===== src/hdl/bss_pkg.sv =====
// ----------------------------------------------------------------------------
// bss_pkg
// Shared types, constants and helpers of the boot sequence supervisor.
// ----------------------------------------------------------------------------
package bss_pkg;

	localparam int COUNT_WIDTH = 16;
	localparam int LIMIT_W     = 16;
	localparam int GAP_W       = 8;
	localparam int CFG_IDX_W   = 3;
	localparam int CFG_DATA_W  = 16;
	localparam int CMP_W       = (COUNT_WIDTH > LIMIT_W) ? COUNT_WIDTH : LIMIT_W;

	typedef logic [COUNT_WIDTH-1:0] count_t;
	typedef logic [LIMIT_W-1:0]     limit_t;
	typedef logic [GAP_W-1:0]       gap_t;

	localparam count_t CNT_MAX = '1;

	localparam limit_t RST_PRESS_MIN   = limit_t'(16);
	localparam limit_t RST_PRESS_MAX   = limit_t'(500);
	localparam limit_t RST_RISE_LIMIT  = limit_t'(50);
	localparam limit_t RST_READY_LIMIT = limit_t'(550);
	localparam gap_t   RST_STEP_GAP    = gap_t'(5);
	localparam gap_t   RST_SETTLE_GAP  = gap_t'(10);
	localparam gap_t   RST_RESET_PULSE = gap_t'(100);

	typedef enum logic [2:0] {
		PH_PRESS = 3'd0,
		PH_GOOD  = 3'd1,
		PH_READY = 3'd2,
		PH_IDLE  = 3'd3,
		PH_FAIL  = 3'd4
	} phase_t;

	typedef enum logic [2:0] {
		FS_STROBE_HI = 3'd0,
		FS_STROBE_LO = 3'd1,
		FS_RAIL_HI   = 3'd2,
		FS_RESET_LO  = 3'd3,
		FS_RESET_HI  = 3'd4
	} fail_step_t;

	typedef enum logic [CFG_IDX_W-1:0] {
		CFG_PRESS_MIN   = 3'd0,
		CFG_PRESS_MAX   = 3'd1,
		CFG_RISE_LIMIT  = 3'd2,
		CFG_READY_LIMIT = 3'd3,
		CFG_STEP_GAP    = 3'd4,
		CFG_SETTLE_GAP  = 3'd5,
		CFG_RESET_PULSE = 3'd6
	} cfg_idx_t;

	typedef struct packed {
		limit_t press_min_ms;
		limit_t press_max_ms;
		limit_t rise_limit_ticks;
		limit_t ready_limit_ticks;
		gap_t   step_gap_ms;
		gap_t   settle_gap_ms;
		gap_t   reset_pulse_ms;
	} cfg_t;

	typedef struct packed {
		logic ms_tick;
		logic coarse_tick;
		logic button_level;
		logic power_good;
		logic ready_level;
	} item_t;

	typedef struct packed {
		logic   rail_enable;
		logic   strobe_pin;
		logic   reset_out_n;
		phase_t phase;
	} result_t;

	function automatic count_t sat_inc(count_t v);
		return (v == CNT_MAX) ? v : count_t'(v + count_t'(1));
	endfunction

	function automatic logic cnt_gt(count_t c, limit_t lim);
		return CMP_W'(c) > CMP_W'(lim);
	endfunction

	function automatic logic cnt_lt(count_t c, limit_t lim);
		return CMP_W'(c) < CMP_W'(lim);
	endfunction

endpackage


===== src/hdl/bss_in_if.sv =====
// ----------------------------------------------------------------------------
// bss_in_if
// Sample channel: one beat carries the tick and pin levels of one step.
// ----------------------------------------------------------------------------
interface bss_in_if;
	logic valid;
	logic ready;
	logic ms_tick;
	logic coarse_tick;
	logic button_level;
	logic power_good;
	logic ready_level;

	modport source (output valid, output ms_tick, output coarse_tick,
		output button_level, output power_good, output ready_level, input ready);
	modport sink (input valid, input ms_tick, input coarse_tick,
		input button_level, input power_good, input ready_level, output ready);
endinterface


===== src/hdl/bss_out_if.sv =====
// ----------------------------------------------------------------------------
// bss_out_if
// Result channel: one beat carries the pin levels and phase after a step.
// ----------------------------------------------------------------------------
interface bss_out_if;
	logic       valid;
	logic       ready;
	logic       rail_enable;
	logic       strobe_pin;
	logic       reset_out_n;
	logic [2:0] phase;

	modport source (output valid, output rail_enable, output strobe_pin,
		output reset_out_n, output phase, input ready);
	modport sink (input valid, input rail_enable, input strobe_pin,
		input reset_out_n, input phase, output ready);
endinterface


===== src/hdl/bss_cfg_if.sv =====
// ----------------------------------------------------------------------------
// bss_cfg_if
// Register write channel: one beat writes at most one register.
// ----------------------------------------------------------------------------
interface bss_cfg_if;
	import bss_pkg::*;

	logic                  valid;
	logic                  ready;
	logic [CFG_IDX_W-1:0]  index;
	logic [CFG_DATA_W-1:0] data;

	modport source (output valid, output index, output data, input ready);
	modport sink (input valid, input index, input data, output ready);
endinterface


===== src/hdl/bss_cfg_regs.sv =====
// ----------------------------------------------------------------------------
// bss_cfg_regs
// Configuration register file with reset defaults.
// ----------------------------------------------------------------------------
module bss_cfg_regs (
	input  logic          clk,
	input  logic          arst_n,
	bss_cfg_if.sink       cfg,
	output bss_pkg::cfg_t regs
);
	import bss_pkg::*;

	cfg_t regs_q;

	assign cfg.ready = 1'b1;
	assign regs      = regs_q;

	always_ff @(posedge clk or negedge arst_n) begin
		if (!arst_n) begin
			regs_q.press_min_ms      <= RST_PRESS_MIN;
			regs_q.press_max_ms      <= RST_PRESS_MAX;
			regs_q.rise_limit_ticks  <= RST_RISE_LIMIT;
			regs_q.ready_limit_ticks <= RST_READY_LIMIT;
			regs_q.step_gap_ms       <= RST_STEP_GAP;
			regs_q.settle_gap_ms     <= RST_SETTLE_GAP;
			regs_q.reset_pulse_ms    <= RST_RESET_PULSE;
		end else if (cfg.valid) begin
			unique case (cfg_idx_t'(cfg.index))
				CFG_PRESS_MIN:   regs_q.press_min_ms      <= limit_t'(cfg.data);
				CFG_PRESS_MAX:   regs_q.press_max_ms      <= limit_t'(cfg.data);
				CFG_RISE_LIMIT:  regs_q.rise_limit_ticks  <= limit_t'(cfg.data);
				CFG_READY_LIMIT: regs_q.ready_limit_ticks <= limit_t'(cfg.data);
				CFG_STEP_GAP:    regs_q.step_gap_ms       <= cfg.data[GAP_W-1:0];
				CFG_SETTLE_GAP:  regs_q.settle_gap_ms     <= cfg.data[GAP_W-1:0];
				CFG_RESET_PULSE: regs_q.reset_pulse_ms    <= cfg.data[GAP_W-1:0];
				default: ;
			endcase
		end
	end
endmodule


===== src/hdl/bss_ctrl.sv =====
// ----------------------------------------------------------------------------
// bss_ctrl
// Supervisor state, counters and pin registers; one update per step.
// ----------------------------------------------------------------------------
module bss_ctrl (
	input  logic             clk,
	input  logic             arst_n,
	input  logic             step_en,
	input  bss_pkg::item_t   item,
	input  bss_pkg::cfg_t    regs,
	output bss_pkg::result_t cur,
	output bss_pkg::result_t nxt
);
	import bss_pkg::*;

	phase_t     phase_q, phase_d;
	count_t     press_q, press_d;
	count_t     coarse_q, coarse_d;
	fail_step_t step_q, step_d;
	gap_t       gap_q, gap_d;
	logic       rail_q, rail_d;
	logic       strobe_q, strobe_d;
	logic       rst_q, rst_d;

	gap_t       gap_sel;
	gap_t       gap_inc;

	always_ff @(posedge clk or negedge arst_n) begin
		if (!arst_n) begin
			phase_q  <= PH_PRESS;
			press_q  <= '0;
			coarse_q <= '0;
			step_q   <= FS_STROBE_HI;
			gap_q    <= '0;
			rail_q   <= 1'b1;
			strobe_q <= 1'b0;
			rst_q    <= 1'b1;
		end else if (step_en) begin
			phase_q  <= phase_d;
			press_q  <= press_d;
			coarse_q <= coarse_d;
			step_q   <= step_d;
			gap_q    <= gap_d;
			rail_q   <= rail_d;
			strobe_q <= strobe_d;
			rst_q    <= rst_d;
		end
	end

	always_comb begin
		case (step_q) inside
			FS_STROBE_HI, FS_STROBE_LO, FS_RAIL_HI: gap_sel = regs.step_gap_ms;
			FS_RESET_LO:                            gap_sel = regs.settle_gap_ms;
			default:                                gap_sel = regs.reset_pulse_ms;
		endcase
		gap_inc = gap_t'(gap_q + gap_t'(1));
	end

	always_comb begin
		phase_d  = phase_q;
		press_d  = press_q;
		coarse_d = coarse_q;
		step_d   = step_q;
		gap_d    = gap_q;
		rail_d   = rail_q;
		strobe_d = strobe_q;
		rst_d    = rst_q;

		unique case (phase_q)
			PH_PRESS: begin
				if (!item.button_level) begin
					if (item.ms_tick)
						press_d = sat_inc(press_q);
				end else begin
					if (cnt_gt(press_q, regs.press_min_ms) &&
						cnt_lt(press_q, regs.press_max_ms)) begin
						phase_d  = PH_GOOD;
						coarse_d = '0;
					end
					press_d = '0;
				end
			end
			PH_GOOD: begin
				if (item.power_good) begin
					phase_d  = PH_READY;
					coarse_d = '0;
				end else if (cnt_gt(coarse_q, regs.rise_limit_ticks)) begin
					phase_d  = PH_FAIL;
					coarse_d = '0;
					step_d   = FS_STROBE_HI;
					gap_d    = '0;
					rail_d   = 1'b0;
				end else if (item.coarse_tick) begin
					coarse_d = sat_inc(coarse_q);
				end
			end
			PH_READY: begin
				if (cnt_gt(coarse_q, regs.ready_limit_ticks) || !item.power_good) begin
					phase_d  = PH_FAIL;
					coarse_d = '0;
					step_d   = FS_STROBE_HI;
					gap_d    = '0;
					rail_d   = 1'b0;
				end else if (!item.ready_level) begin
					phase_d  = PH_IDLE;
					coarse_d = '0;
				end else if (item.coarse_tick) begin
					coarse_d = sat_inc(coarse_q);
				end
			end
			PH_IDLE: ;
			PH_FAIL: begin
				if (item.ms_tick) begin
					if ((gap_inc < gap_sel) && (gap_inc != '0)) begin
						gap_d = gap_inc;
					end else begin
						gap_d  = '0;
						step_d = fail_step_t'(step_q + 3'd1);
						case (step_q)
							FS_STROBE_HI: strobe_d = 1'b1;
							FS_STROBE_LO: strobe_d = 1'b0;
							FS_RAIL_HI:   rail_d   = 1'b1;
							FS_RESET_LO:  rst_d    = 1'b0;
							default: begin
								rst_d   = 1'b1;
								phase_d = PH_PRESS;
								press_d = '0;
								step_d  = FS_STROBE_HI;
							end
						endcase
					end
				end
			end
			default: phase_d = PH_PRESS;
		endcase
	end

	assign cur = '{rail_enable: rail_q, strobe_pin: strobe_q, reset_out_n: rst_q,
		phase: phase_q};
	assign nxt = '{rail_enable: rail_d, strobe_pin: strobe_d, reset_out_n: rst_d,
		phase: phase_d};
endmodule


===== src/hdl/boot_sequence_supervisor_unit.sv =====
// ----------------------------------------------------------------------------
// boot_sequence_supervisor_unit
// Power-up supervisor: press timing, power-good and ready supervision,
// failure pin sequence.
// ----------------------------------------------------------------------------
//   channel  dir  beat
//   req      in   one step: ms_tick, coarse_tick, button_level, power_good,
//                 ready_level
//   rsp      out  pins and phase after that step
//   cfg      in   register write: index, data
//
// One beat per cycle sustained while rsp is not stalled; a result passes
// through the sample register and then the result register.
// arst_n resets state, counters, pins and both valid flags; registers take
// their default values. rsp stalls hold the result register and back up
// into the sample register, then drop req.ready. cfg is always ready.
// ----------------------------------------------------------------------------
module boot_sequence_supervisor_unit (
	input  logic      clk,
	input  logic      arst_n,
	bss_in_if.sink    req,
	bss_out_if.source rsp,
	bss_cfg_if.sink   cfg
);
	import bss_pkg::*;

	cfg_t    regs;
	item_t   item_s1;
	logic    valid_s1;
	logic    adv;
	result_t cur;
	result_t nxt;
	result_t res_q;
	logic    out_valid_q;

	bss_cfg_regs u_cfg (
		.clk    (clk),
		.arst_n (arst_n),
		.cfg    (cfg),
		.regs   (regs)
	);

	bss_ctrl u_ctrl (
		.clk     (clk),
		.arst_n  (arst_n),
		.step_en (adv),
		.item    (item_s1),
		.regs    (regs),
		.cur     (cur),
		.nxt     (nxt)
	);

	assign adv       = valid_s1 && (!out_valid_q || rsp.ready);
	assign req.ready = !valid_s1 || adv;

	always_ff @(posedge clk or negedge arst_n) begin
		if (!arst_n) begin
			valid_s1 <= 1'b0;
		end else if (req.ready) begin
			valid_s1 <= req.valid;
		end
	end

	always_ff @(posedge clk) begin
		if (req.ready && req.valid) begin
			item_s1 <= '{ms_tick: req.ms_tick, coarse_tick: req.coarse_tick,
				button_level: req.button_level, power_good: req.power_good,
				ready_level: req.ready_level};
		end
	end

	always_ff @(posedge clk or negedge arst_n) begin
		if (!arst_n) begin
			out_valid_q <= 1'b0;
		end else if (adv) begin
			out_valid_q <= 1'b1;
		end else if (rsp.ready) begin
			out_valid_q <= 1'b0;
		end
	end

	always_ff @(posedge clk) begin
		if (adv) begin
			res_q <= nxt;
		end
	end

	assign rsp.valid       = out_valid_q;
	assign rsp.rail_enable = res_q.rail_enable;
	assign rsp.strobe_pin  = res_q.strobe_pin;
	assign rsp.reset_out_n = res_q.reset_out_n;
	assign rsp.phase       = res_q.phase;

	a_idle_hold: assert property (@(posedge clk) disable iff (!arst_n)
		cur.phase == PH_IDLE |=> cur.phase == PH_IDLE)
		else $error("idle phase left");

	a_pins_fail: assert property (@(posedge clk) disable iff (!arst_n)
		(!cur.rail_enable || cur.strobe_pin || !cur.reset_out_n) |->
		cur.phase == PH_FAIL)
		else $error("failure pin levels outside failure phase");

	a_state_hold: assert property (@(posedge clk) disable iff (!arst_n)
		!adv |=> $stable(cur))
		else $error("state moved without a step");
endmodule


===== src/flat_wrapper.sv =====
// flat-port wrapper written by rule: the top's interface ports become plain ports
module boot_sequence_supervisor_unit_flat import bss_pkg::*;
  (clk, arst_n, req_valid, req_ms_tick, req_coarse_tick, req_button_level, req_power_good, req_ready_level, req_ready, rsp_valid, rsp_rail_enable, rsp_strobe_pin, rsp_reset_out_n, rsp_phase, rsp_ready, cfg_valid, cfg_index, cfg_data, cfg_ready);
  bss_in_if req_i ();
  bss_out_if rsp_i ();
  bss_cfg_if cfg_i ();
  input  logic clk;
  input  logic arst_n;
  input wire logic [$bits(req_i.valid)-1:0] req_valid;
  input wire logic [$bits(req_i.ms_tick)-1:0] req_ms_tick;
  input wire logic [$bits(req_i.coarse_tick)-1:0] req_coarse_tick;
  input wire logic [$bits(req_i.button_level)-1:0] req_button_level;
  input wire logic [$bits(req_i.power_good)-1:0] req_power_good;
  input wire logic [$bits(req_i.ready_level)-1:0] req_ready_level;
  output wire logic [$bits(req_i.ready)-1:0] req_ready;
  output wire logic [$bits(rsp_i.valid)-1:0] rsp_valid;
  output wire logic [$bits(rsp_i.rail_enable)-1:0] rsp_rail_enable;
  output wire logic [$bits(rsp_i.strobe_pin)-1:0] rsp_strobe_pin;
  output wire logic [$bits(rsp_i.reset_out_n)-1:0] rsp_reset_out_n;
  output wire logic [$bits(rsp_i.phase)-1:0] rsp_phase;
  input wire logic [$bits(rsp_i.ready)-1:0] rsp_ready;
  input wire logic [$bits(cfg_i.valid)-1:0] cfg_valid;
  input wire logic [$bits(cfg_i.index)-1:0] cfg_index;
  input wire logic [$bits(cfg_i.data)-1:0] cfg_data;
  output wire logic [$bits(cfg_i.ready)-1:0] cfg_ready;
  assign req_i.valid = req_valid;
  assign req_i.ms_tick = req_ms_tick;
  assign req_i.coarse_tick = req_coarse_tick;
  assign req_i.button_level = req_button_level;
  assign req_i.power_good = req_power_good;
  assign req_i.ready_level = req_ready_level;
  assign req_ready = req_i.ready;
  assign rsp_valid = rsp_i.valid;
  assign rsp_rail_enable = rsp_i.rail_enable;
  assign rsp_strobe_pin = rsp_i.strobe_pin;
  assign rsp_reset_out_n = rsp_i.reset_out_n;
  assign rsp_phase = rsp_i.phase;
  assign rsp_i.ready = rsp_ready;
  assign cfg_i.valid = cfg_valid;
  assign cfg_i.index = cfg_index;
  assign cfg_i.data = cfg_data;
  assign cfg_ready = cfg_i.ready;
  boot_sequence_supervisor_unit u_core (.clk(clk), .arst_n(arst_n), .req(req_i), .rsp(rsp_i), .cfg(cfg_i));
endmodule

===== config.mk =====
export PLATFORM = sky130hd
export DESIGN_NAME = boot_sequence_supervisor_unit_flat
export DESIGN_NICKNAME = d
export VERILOG_FILES = /design/src/hdl/bss_pkg.sv /design/src/hdl/bss_in_if.sv /design/src/hdl/bss_out_if.sv /design/src/hdl/bss_cfg_if.sv /design/src/hdl/bss_cfg_regs.sv /design/src/hdl/bss_ctrl.sv /design/src/hdl/boot_sequence_supervisor_unit.sv /design/src/flat_wrapper.sv
export SDC_FILE = /design/constraint.sdc
export NUM_CORES = 1
export LEC_CHECK = 0
export ABC_AREA = 0
export BUFFER_PORTS_ARGS = -buffer_cell sky130_fd_sc_hd__buf_4
export CAP_MARGIN = 20
export CORE_MARGIN = 10
export CORE_UTILIZATION = 56
export CTS_CLUSTER_DIAMETER = 30
export DETAILED_ROUTE_END_ITERATION = 6
export HOLD_SLACK_MARGIN = 0.1
export PLACE_DENSITY_LB_ADDON = 0.05
export SETUP_SLACK_MARGIN = 0.1
export SLEW_MARGIN = 20
export SYNTH_ARGS = -nofsm -noshare
export SYNTH_HDL_FRONTEND = slang
export SYNTH_SLANG_ARGS = --single-unit

===== constraint.sdc =====
create_clock -name clk -period 3.2 [get_ports clk]
set_input_delay 0.32 -clock clk [delete_from_list [all_inputs] [get_ports clk]]
set_output_delay 0.32 -clock clk [all_outputs]
set_load 0.005 [all_outputs]

==> results of run 1 <==
[synthesized netlist by cell type, drive strengths merged (6+ instances only)]
master / number / area (um^2)
and4: 7 / 63.8
inv: 84 / 315
nor4: 6 / 37.5
dfrtp: 116 / 2900
dfstp: 23 / 604
edfxtp: 11 / 330
ha: 79 / 988
nand4: 18 / 113
nor2: 35 / 134
mux2: 45 / 507
nor2b: 6 / 37.5
and3: 17 / 106
o211ai: 8 / 65.1
o21ai: 69 / 345
nand3: 20 / 100
a31oi: 16 / 115
a222oi: 9 / 90.1
nor3: 12 / 65.1
o21a: 8 / 60.1
a211oi: 7 / 52.6
or3: 6 / 37.5
and2: 12 / 77.6
nand2b: 14 / 87.6
mux2i: 12 / 120
a21o: 11 / 82.6
o31ai: 11 / 82.6
nand2: 92 / 345
buf: 9 / 70.1
a21oi: 62 / 314
clkbuf: 23 / 86.3
[worst paths after layout]
kind                            depth (start not counted)                    endpoint               startpoint
worst min-delay path                                    3       u_core.u_cfg.regs[51]             cfg_data[11]
worst min register to register                          1        u_core.u_cfg.regs[8]     u_core.u_cfg.regs[8]
worst max register to register                         14       u_core.rsp.strobe_pin  u_core.u_ctrl.step_q[0]
max in group asynchronous                               3         u_core.u_ctrl.rst_q                   arst_n
min in group asynchronous                               2  u_core.u_ctrl.coarse_q[15]                   arst_n
worst max-delay path                                   14       u_core.rsp.strobe_pin  u_core.u_ctrl.step_q[0]
[kinds of logic (layout without fill, tap and decap cells)]
group,count (synthesis),after routing,synth area share (%)
AO/OA/AOI/OAI,244,244,18.0
XOR/XNOR,5,5,0.489
adder cells (fa/ha/maj),79,79,11.0
buffers and inverters,116,224,5.27
flip-flops,150,150,42.9
multiplexers,57,57,7.00
other,1,2,0.0419
AND/OR/NAND/NOR,265,266,15.3
[worst max-delay path, delay by kind of cell, from the launching register on]
kind                     cells  cell delay (ps)
flip-flops                   1              480
adder cells (fa/ha/maj)      2              510
AO/OA/AOI/OAI                5              980
AND/OR/NAND/NOR              5              820
buffers and inverters        2              220
[state kept, by name, indices dropped and copies added, names as in the netlist, 3 cells and up]
| name | cells |
|---|---|
| u_core.item_s1 | 5 |
| u_core.rsp.phase | 3 |
| u_core.u_cfg.regs | 88 |
| u_core.u_ctrl.coarse_q | 16 |
| u_core.u_ctrl.gap_q | 8 |
| u_core.u_ctrl.phase_q | 3 |
| u_core.u_ctrl.press_q | 16 |
| u_core.u_ctrl.step_q | 3 |
[routing by layer]
metal	track usage (%)	part of all wire, %	vias up
li1	-	-	3539
met1	28.0	44	3695
met2	36.2	49	242
met3	5.35	5.6	38
met4	5.16	1.7	0
met5	0	0	-
[where the power goes]
part | switching [mW] | internal [mW]
logic | 1.19 | 1.04
clock network | 0.900 | 1.11
registers | 0.206 | 2.27
total | 2.30 | 4.42
[final cells by class]
type | count | area (um^2)
diodes | 1 | 2.50
clock buffers | 17 | 425
clock inverters | 15 | 160
fillers | 1203 | 4980
inverters | 84 | 318
multi-input cells | 652 | 4880
flip-flops and latches | 150 | 3840
well taps | 216 | 270
repair buffers | 108 | 892
[what timing repair did]
action                     4_1_cts  5_1_grt
setup endpoints to repair       36       40
buffers inserted                 5        7
hold endpoints to repair        59        0
pin swaps                        4       17
resized for setup                9       38
gates cloned                     1        0
hold buffers                     7        0
[through the flow]
stage	hold WS (ps)	instances	utilization, %	total power, mW	setup slack (ps)
2_1_floorplan	24.4	917	-	3.62	55.5
6_report	133	1243	68.4	6.72	-50.6
3_3_place_gp	362	1190	62.3	4.12	-0.638
5_1_grt	117	1243	68.4	7.09	-209
4_1_cts	115	1235	66.9	6.35	45.9
3_5_place_dp	369	1190	62.3	4.24	-110
==> results.txt, run 1 <==
outcome: finished, violations left
failing checks: negative setup slack
fin nets: 1121
CP Data Arrival Time: 3430 ps
DRT Wirelength: 23.8 mm
GP Congestion: 0.892
Netlist cell types: 74
RSZ-0062 raised after global routing: true
initial core utilization: 56.8%
Clock Latency Late Sink: 430 ps
Pwr Density: 622 nW/um^2
row cnt: 46
Slew Viols, Final: 0
most common cell after layout, fill and taps aside: dfrtp_1
clock sink count: 150
final number of hold-violating endpoints: 0
Mean Syn Cell Area: 9.76 um^2
H-tree levels: 4
Max Fclk: 308 MHz
Seq/Total Area, Yosys: 42.9%
antenna viol nets, final: 0
DRC violations left: 0
DR vias: 7514
Critical Path, Cell by Cell: inv_4 > ha_4 > nor3_4 > nor2_4 > nor2_1 > a21oi_1 > ha_1 > nand2_2 > a2111oi_4 > a21oi_2 > and2_4 > buf_8 > o41ai_4 > o21ai_1
Clock Root Buffer: clkbuf_16
min cycle time layout: 3250 ps
TritonCTS Buffers: 17
Die Wd: 146 um
Core Box Area: 15800 um^2
worst min path class: input pin to flop
final cell area excluding filler cells: 10800 um^2
Worst-Margin Slew: 983 ps
Overflow after GRT: 0
Final Cycle Share: 102%
share of cells above drive strength 1: 24.6%
Seq cells post-synth: 150
post-DP HPWL: 17.1 mm
Crit Path Category: flop to flop
drt initial violations: 714
final setup violation count: 3
CTS tree: yes
syn nets: 1025
Routed WL per cell: 19.1 um
placed cell areas: 9820 um^2
max-cap violations: 0
worst vdd ir: 0.470 mV
Die ar.: 21400 um^2
register-to-register setup slack: -50 ps
port bufs: 36
largest net degree at the start of global routing: 71
number of synthesized flops with an enable pin: 11
Crit Path Max Fanout: 8
Slew HR: 34.1%
IO Pins: 38
commonest cells after routing, fill and taps aside: dfrtp_1 (115), buf_4 (92), nand2_1 (90)
Gate Count Post-Synth: 917
Clock Skew: 9.48 ps
final setup TNS: -86.6 ps
1st-pass router iterations: 7
Vias/cell: 6.05
CP max-delay cell: dfrtp_2
initial antenna violation count: 1
Cell Area, Synth: 8950 um^2
Die Y: 146 um
required time of the worst setup path: 3370 ps
worst-case clock buffer depth: 2
GRT Resource Usage Total: 21.8%
Yosys Warn Count: 0
Worst path max stage delay: 480 ps
CP Launch Type: flop
Layout area overhead: 20.5%
ys flop type: dfrtp_1
LEAKAGE: 4.86 nW
number of global-route vias before repair: 7399
first-pass GRT wire length: 38.1 mm
Critical Path Sink Type: flop
clk slew on worst S/H paths: 70 ps
ys async rst share: 92.7%
PnR worst setup slack: -50.6 ps
(Power assumes the default switching activity.)
==> run 2, diff against run 1 <==
--- a/config.mk
+++ b/config.mk
@@ -14,6 +14,7 @@
 export DETAILED_ROUTE_END_ITERATION = 6
 export HOLD_SLACK_MARGIN = 0.1
 export PLACE_DENSITY_LB_ADDON = 0.05
+export REMOVE_ABC_BUFFERS = 1
 export SETUP_SLACK_MARGIN = 0.1
 export SLEW_MARGIN = 20
 export SYNTH_ARGS = -nofsm -noshare
==> run 2 against run 1 <==
Compared with the run above: the flow now finishes without violations; via count down 2.4%; first-iteration DRC count up 7.7%; die area unchanged; total power down 3.0%; setup slack better by 220 ps; global-route usage down 0.31 points; utilization down 1.1 points; non-clock buffer count down 14.
==> results.txt, run 2 (synthesis gave the netlist of run 1 again) <==
outcome: finished, final reports clean
Top Layer Used: met4
worst min path class: input pin to flop
Slew HR: 46.2% (+12 points)
WL met2: 11.2 mm (-4.0%)
final cell area excluding filler cells: 10600 um^2 (-1.6%)
Clock Root Buffer: clkbuf_16
antenna viol nets, final: 0 (unchanged)
met1 wire length: 10.4 mm (-0.40%)
WHS Path Cells: 3 (unchanged)
H-tree levels: 4 (unchanged)
Slew Viols, Final: 0 (unchanged)
Die Y: 146 um (unchanged)
row cnt: 46 (unchanged)
worst vdd ir: 0.505 mV (+7.5%)
Critical Path Sink Type: flop
1st-pass router iterations: 5 (-2)
RSZ-0062 raised after global routing: true
placed cell areas: 9710 um^2 (-1.1%)
Vias/cell: 5.97 (-1.2%)
final number of hold-violating endpoints: 0 (unchanged)
Core Box Area: 15800 um^2 (unchanged)
clock sink count: 150 (unchanged)
footprint of the multi-input gates: 4810 um^2 (-1.5%)
Routed WL per cell: 18.7 um (-2.3%)
CP Data Arrival Time: 3340 ps (-90 ps)
final setup violation count: 0 (-3)
share of cells above drive strength 1: 23.0% (-1.5 points)
Crit Path Max Fanout: 8 (unchanged)
port bufs: 36 (unchanged)
Hold WS: 122 ps (-10.8 ps)
max-cap violations: 0 (unchanged)
hold path startpoint: cfg_data[12]
worst-case clock buffer depth: 2 (unchanged)
fin nets: 1107 (-1.2%)
Die Wd: 146 um (unchanged)
Critical Path Start: u_core.u_ctrl.step_q[0]
CP Launch Type: flop
commonest cells after routing, fill and taps aside: dfrtp_1 (114), nand2_1 (90), inv_1 (82), buf_4 (82), ha_1 (75)
Pwr Density: 613 nW/um^2 (-1.5%)
DRC violations left: 0 (unchanged)
Die ar.: 21400 um^2 (unchanged)
register area: 3840 um^2 (about the same)
fill count: 1238 (+2.9%)
post-DP HPWL: 16.7 mm (-2.4%)
CTS tree: yes
antenna cells: 0 (-1)
number of global-route vias before repair: 7387 (-0.16%)
GRT Resource Usage Total: 21.5% (-0.31 points)
min cycle time layout: 3030 ps (-220 ps)
Worst Reg-to-Reg Cells: 17 (+3)
Final Cycle Share: 94.7% (-6.9 points)
LEAKAGE: 4.78 nW (-1.5%)
first-pass GRT wire length: 37.6 mm (-1.4%)
Layout area overhead: 18.6%
Max Fclk: 330 MHz (+7.3%)
Crit Path Category: flop to flop
final setup TNS: 0 ps (+86.6 ps)
Met3 Wirelength: 1.04 mm (-22%)
most common cell after layout, fill and taps aside: dfrtp_1
Clock Latency Late Sink: 440 ps (about the same)
largest net degree at the start of global routing: 66 (-7.0%)
RR Startpoint: u_core.u_ctrl.step_q[0]
initial antenna violation count: 0 (-1)
Worst-Margin Slew: 807 ps (-175 ps)
TritonCTS Buffers: 17 (unchanged)
Overflow after GRT: 0 (unchanged)
DR vias: 7336 (-2.4%)
initial core utilization: 56.8% (unchanged)
clk slew on worst S/H paths: 70 ps (about the same)
GP Congestion: 0.921 (+3.2%)
required time of the worst setup path: 3510 ps (+140 ps)
Clock Skew: 10.7 ps (+1.25 ps)
IO Pins: 38 (unchanged)
drt initial violations: 769 (+7.7%)
DRT Wirelength: 23.0 mm (-3.5%)
max FFs per register: 88 (unchanged)
==> run 2: through the flow <==
step | power [mW] | util, % | worst slack, ps | std cells
6_report | 6.51 | 67.3 | 169 | 1228
5_1_grt | 6.88 | 67.3 | 29.9 | 1228
4_1_cts | 6.39 | 66.5 | 101 | 1226
2_1_floorplan | 3.49 | - | -198 | 885
3_3_place_gp | 4.01 | 61.6 | -75.7 | 1179
3_5_place_dp | 4.13 | 61.6 | -184 | 1179
==> run 2: repair_timing <==
item / CTS / global route
gates resized for setup: 16 / 23
setup endpoints to repair: 32 / 42
pin swaps: 6 / 10
hold endpoints to repair: 53 / 0
hold buffers: 7 / 0
gates cloned: 1 / 1
setup buffers: 7 / 1
==> run 2: final timing paths <==
kind                                                  end  slack [ps]
worst max-delay path             u_core.u_ctrl.press_q[3]         170
worst min-delay path                u_core.u_cfg.regs[84]         120
worst max register to register   u_core.u_ctrl.press_q[3]         170
worst min register to register           u_core.rsp.valid         500
max in group asynchronous           u_core.u_cfg.regs[29]        1990
min in group asynchronous       u_core.u_ctrl.coarse_q[4]         450
==> run 2: metal layers <==
metal	vias to the layer above	GRT usage [%]
met1	3590	27.5
met5	-	0
li1	3517	-
met2	196	35.6
met3	33	4.26
met4	0	7.01
==> run 2: final cells by class <==
cell class | instances | area share, %
Multi-Input combinational cell | 652 | 45.3
Inverter | 84 | 2.99
Clock buffer | 18 | 4.14
Clock inverter | 14 | 1.52
Sequential cell | 150 | 36.2
Tap cell | 216 | 2.55
Timing Repair Buffer | 94 | 7.36
==> run 2: report_power, final <==
group          leakage, nW  switching (mW)  internal [mW]
Sequential            1.79           0.239           2.27
Combinational         2.70            1.03          0.913
Clock                0.297           0.864           1.19
Total                 4.78            2.14           4.38
==> run 2: critical path, cell delays in order (launching register included) <==
cell and delay, ps:
dfrtp_2 450, inv_4 110, ha_4 160, nor3_4 50, buf_4 130, buf_4 120
buf_4 130, buf_4 130, buf_4 120, buf_4 120, buf_4 130, o311a_1 280
o21ai_1 100, a21oi_2 90, and2_4 190, a31oi_4 280, clkbuf_16 220, a31oi_1 80
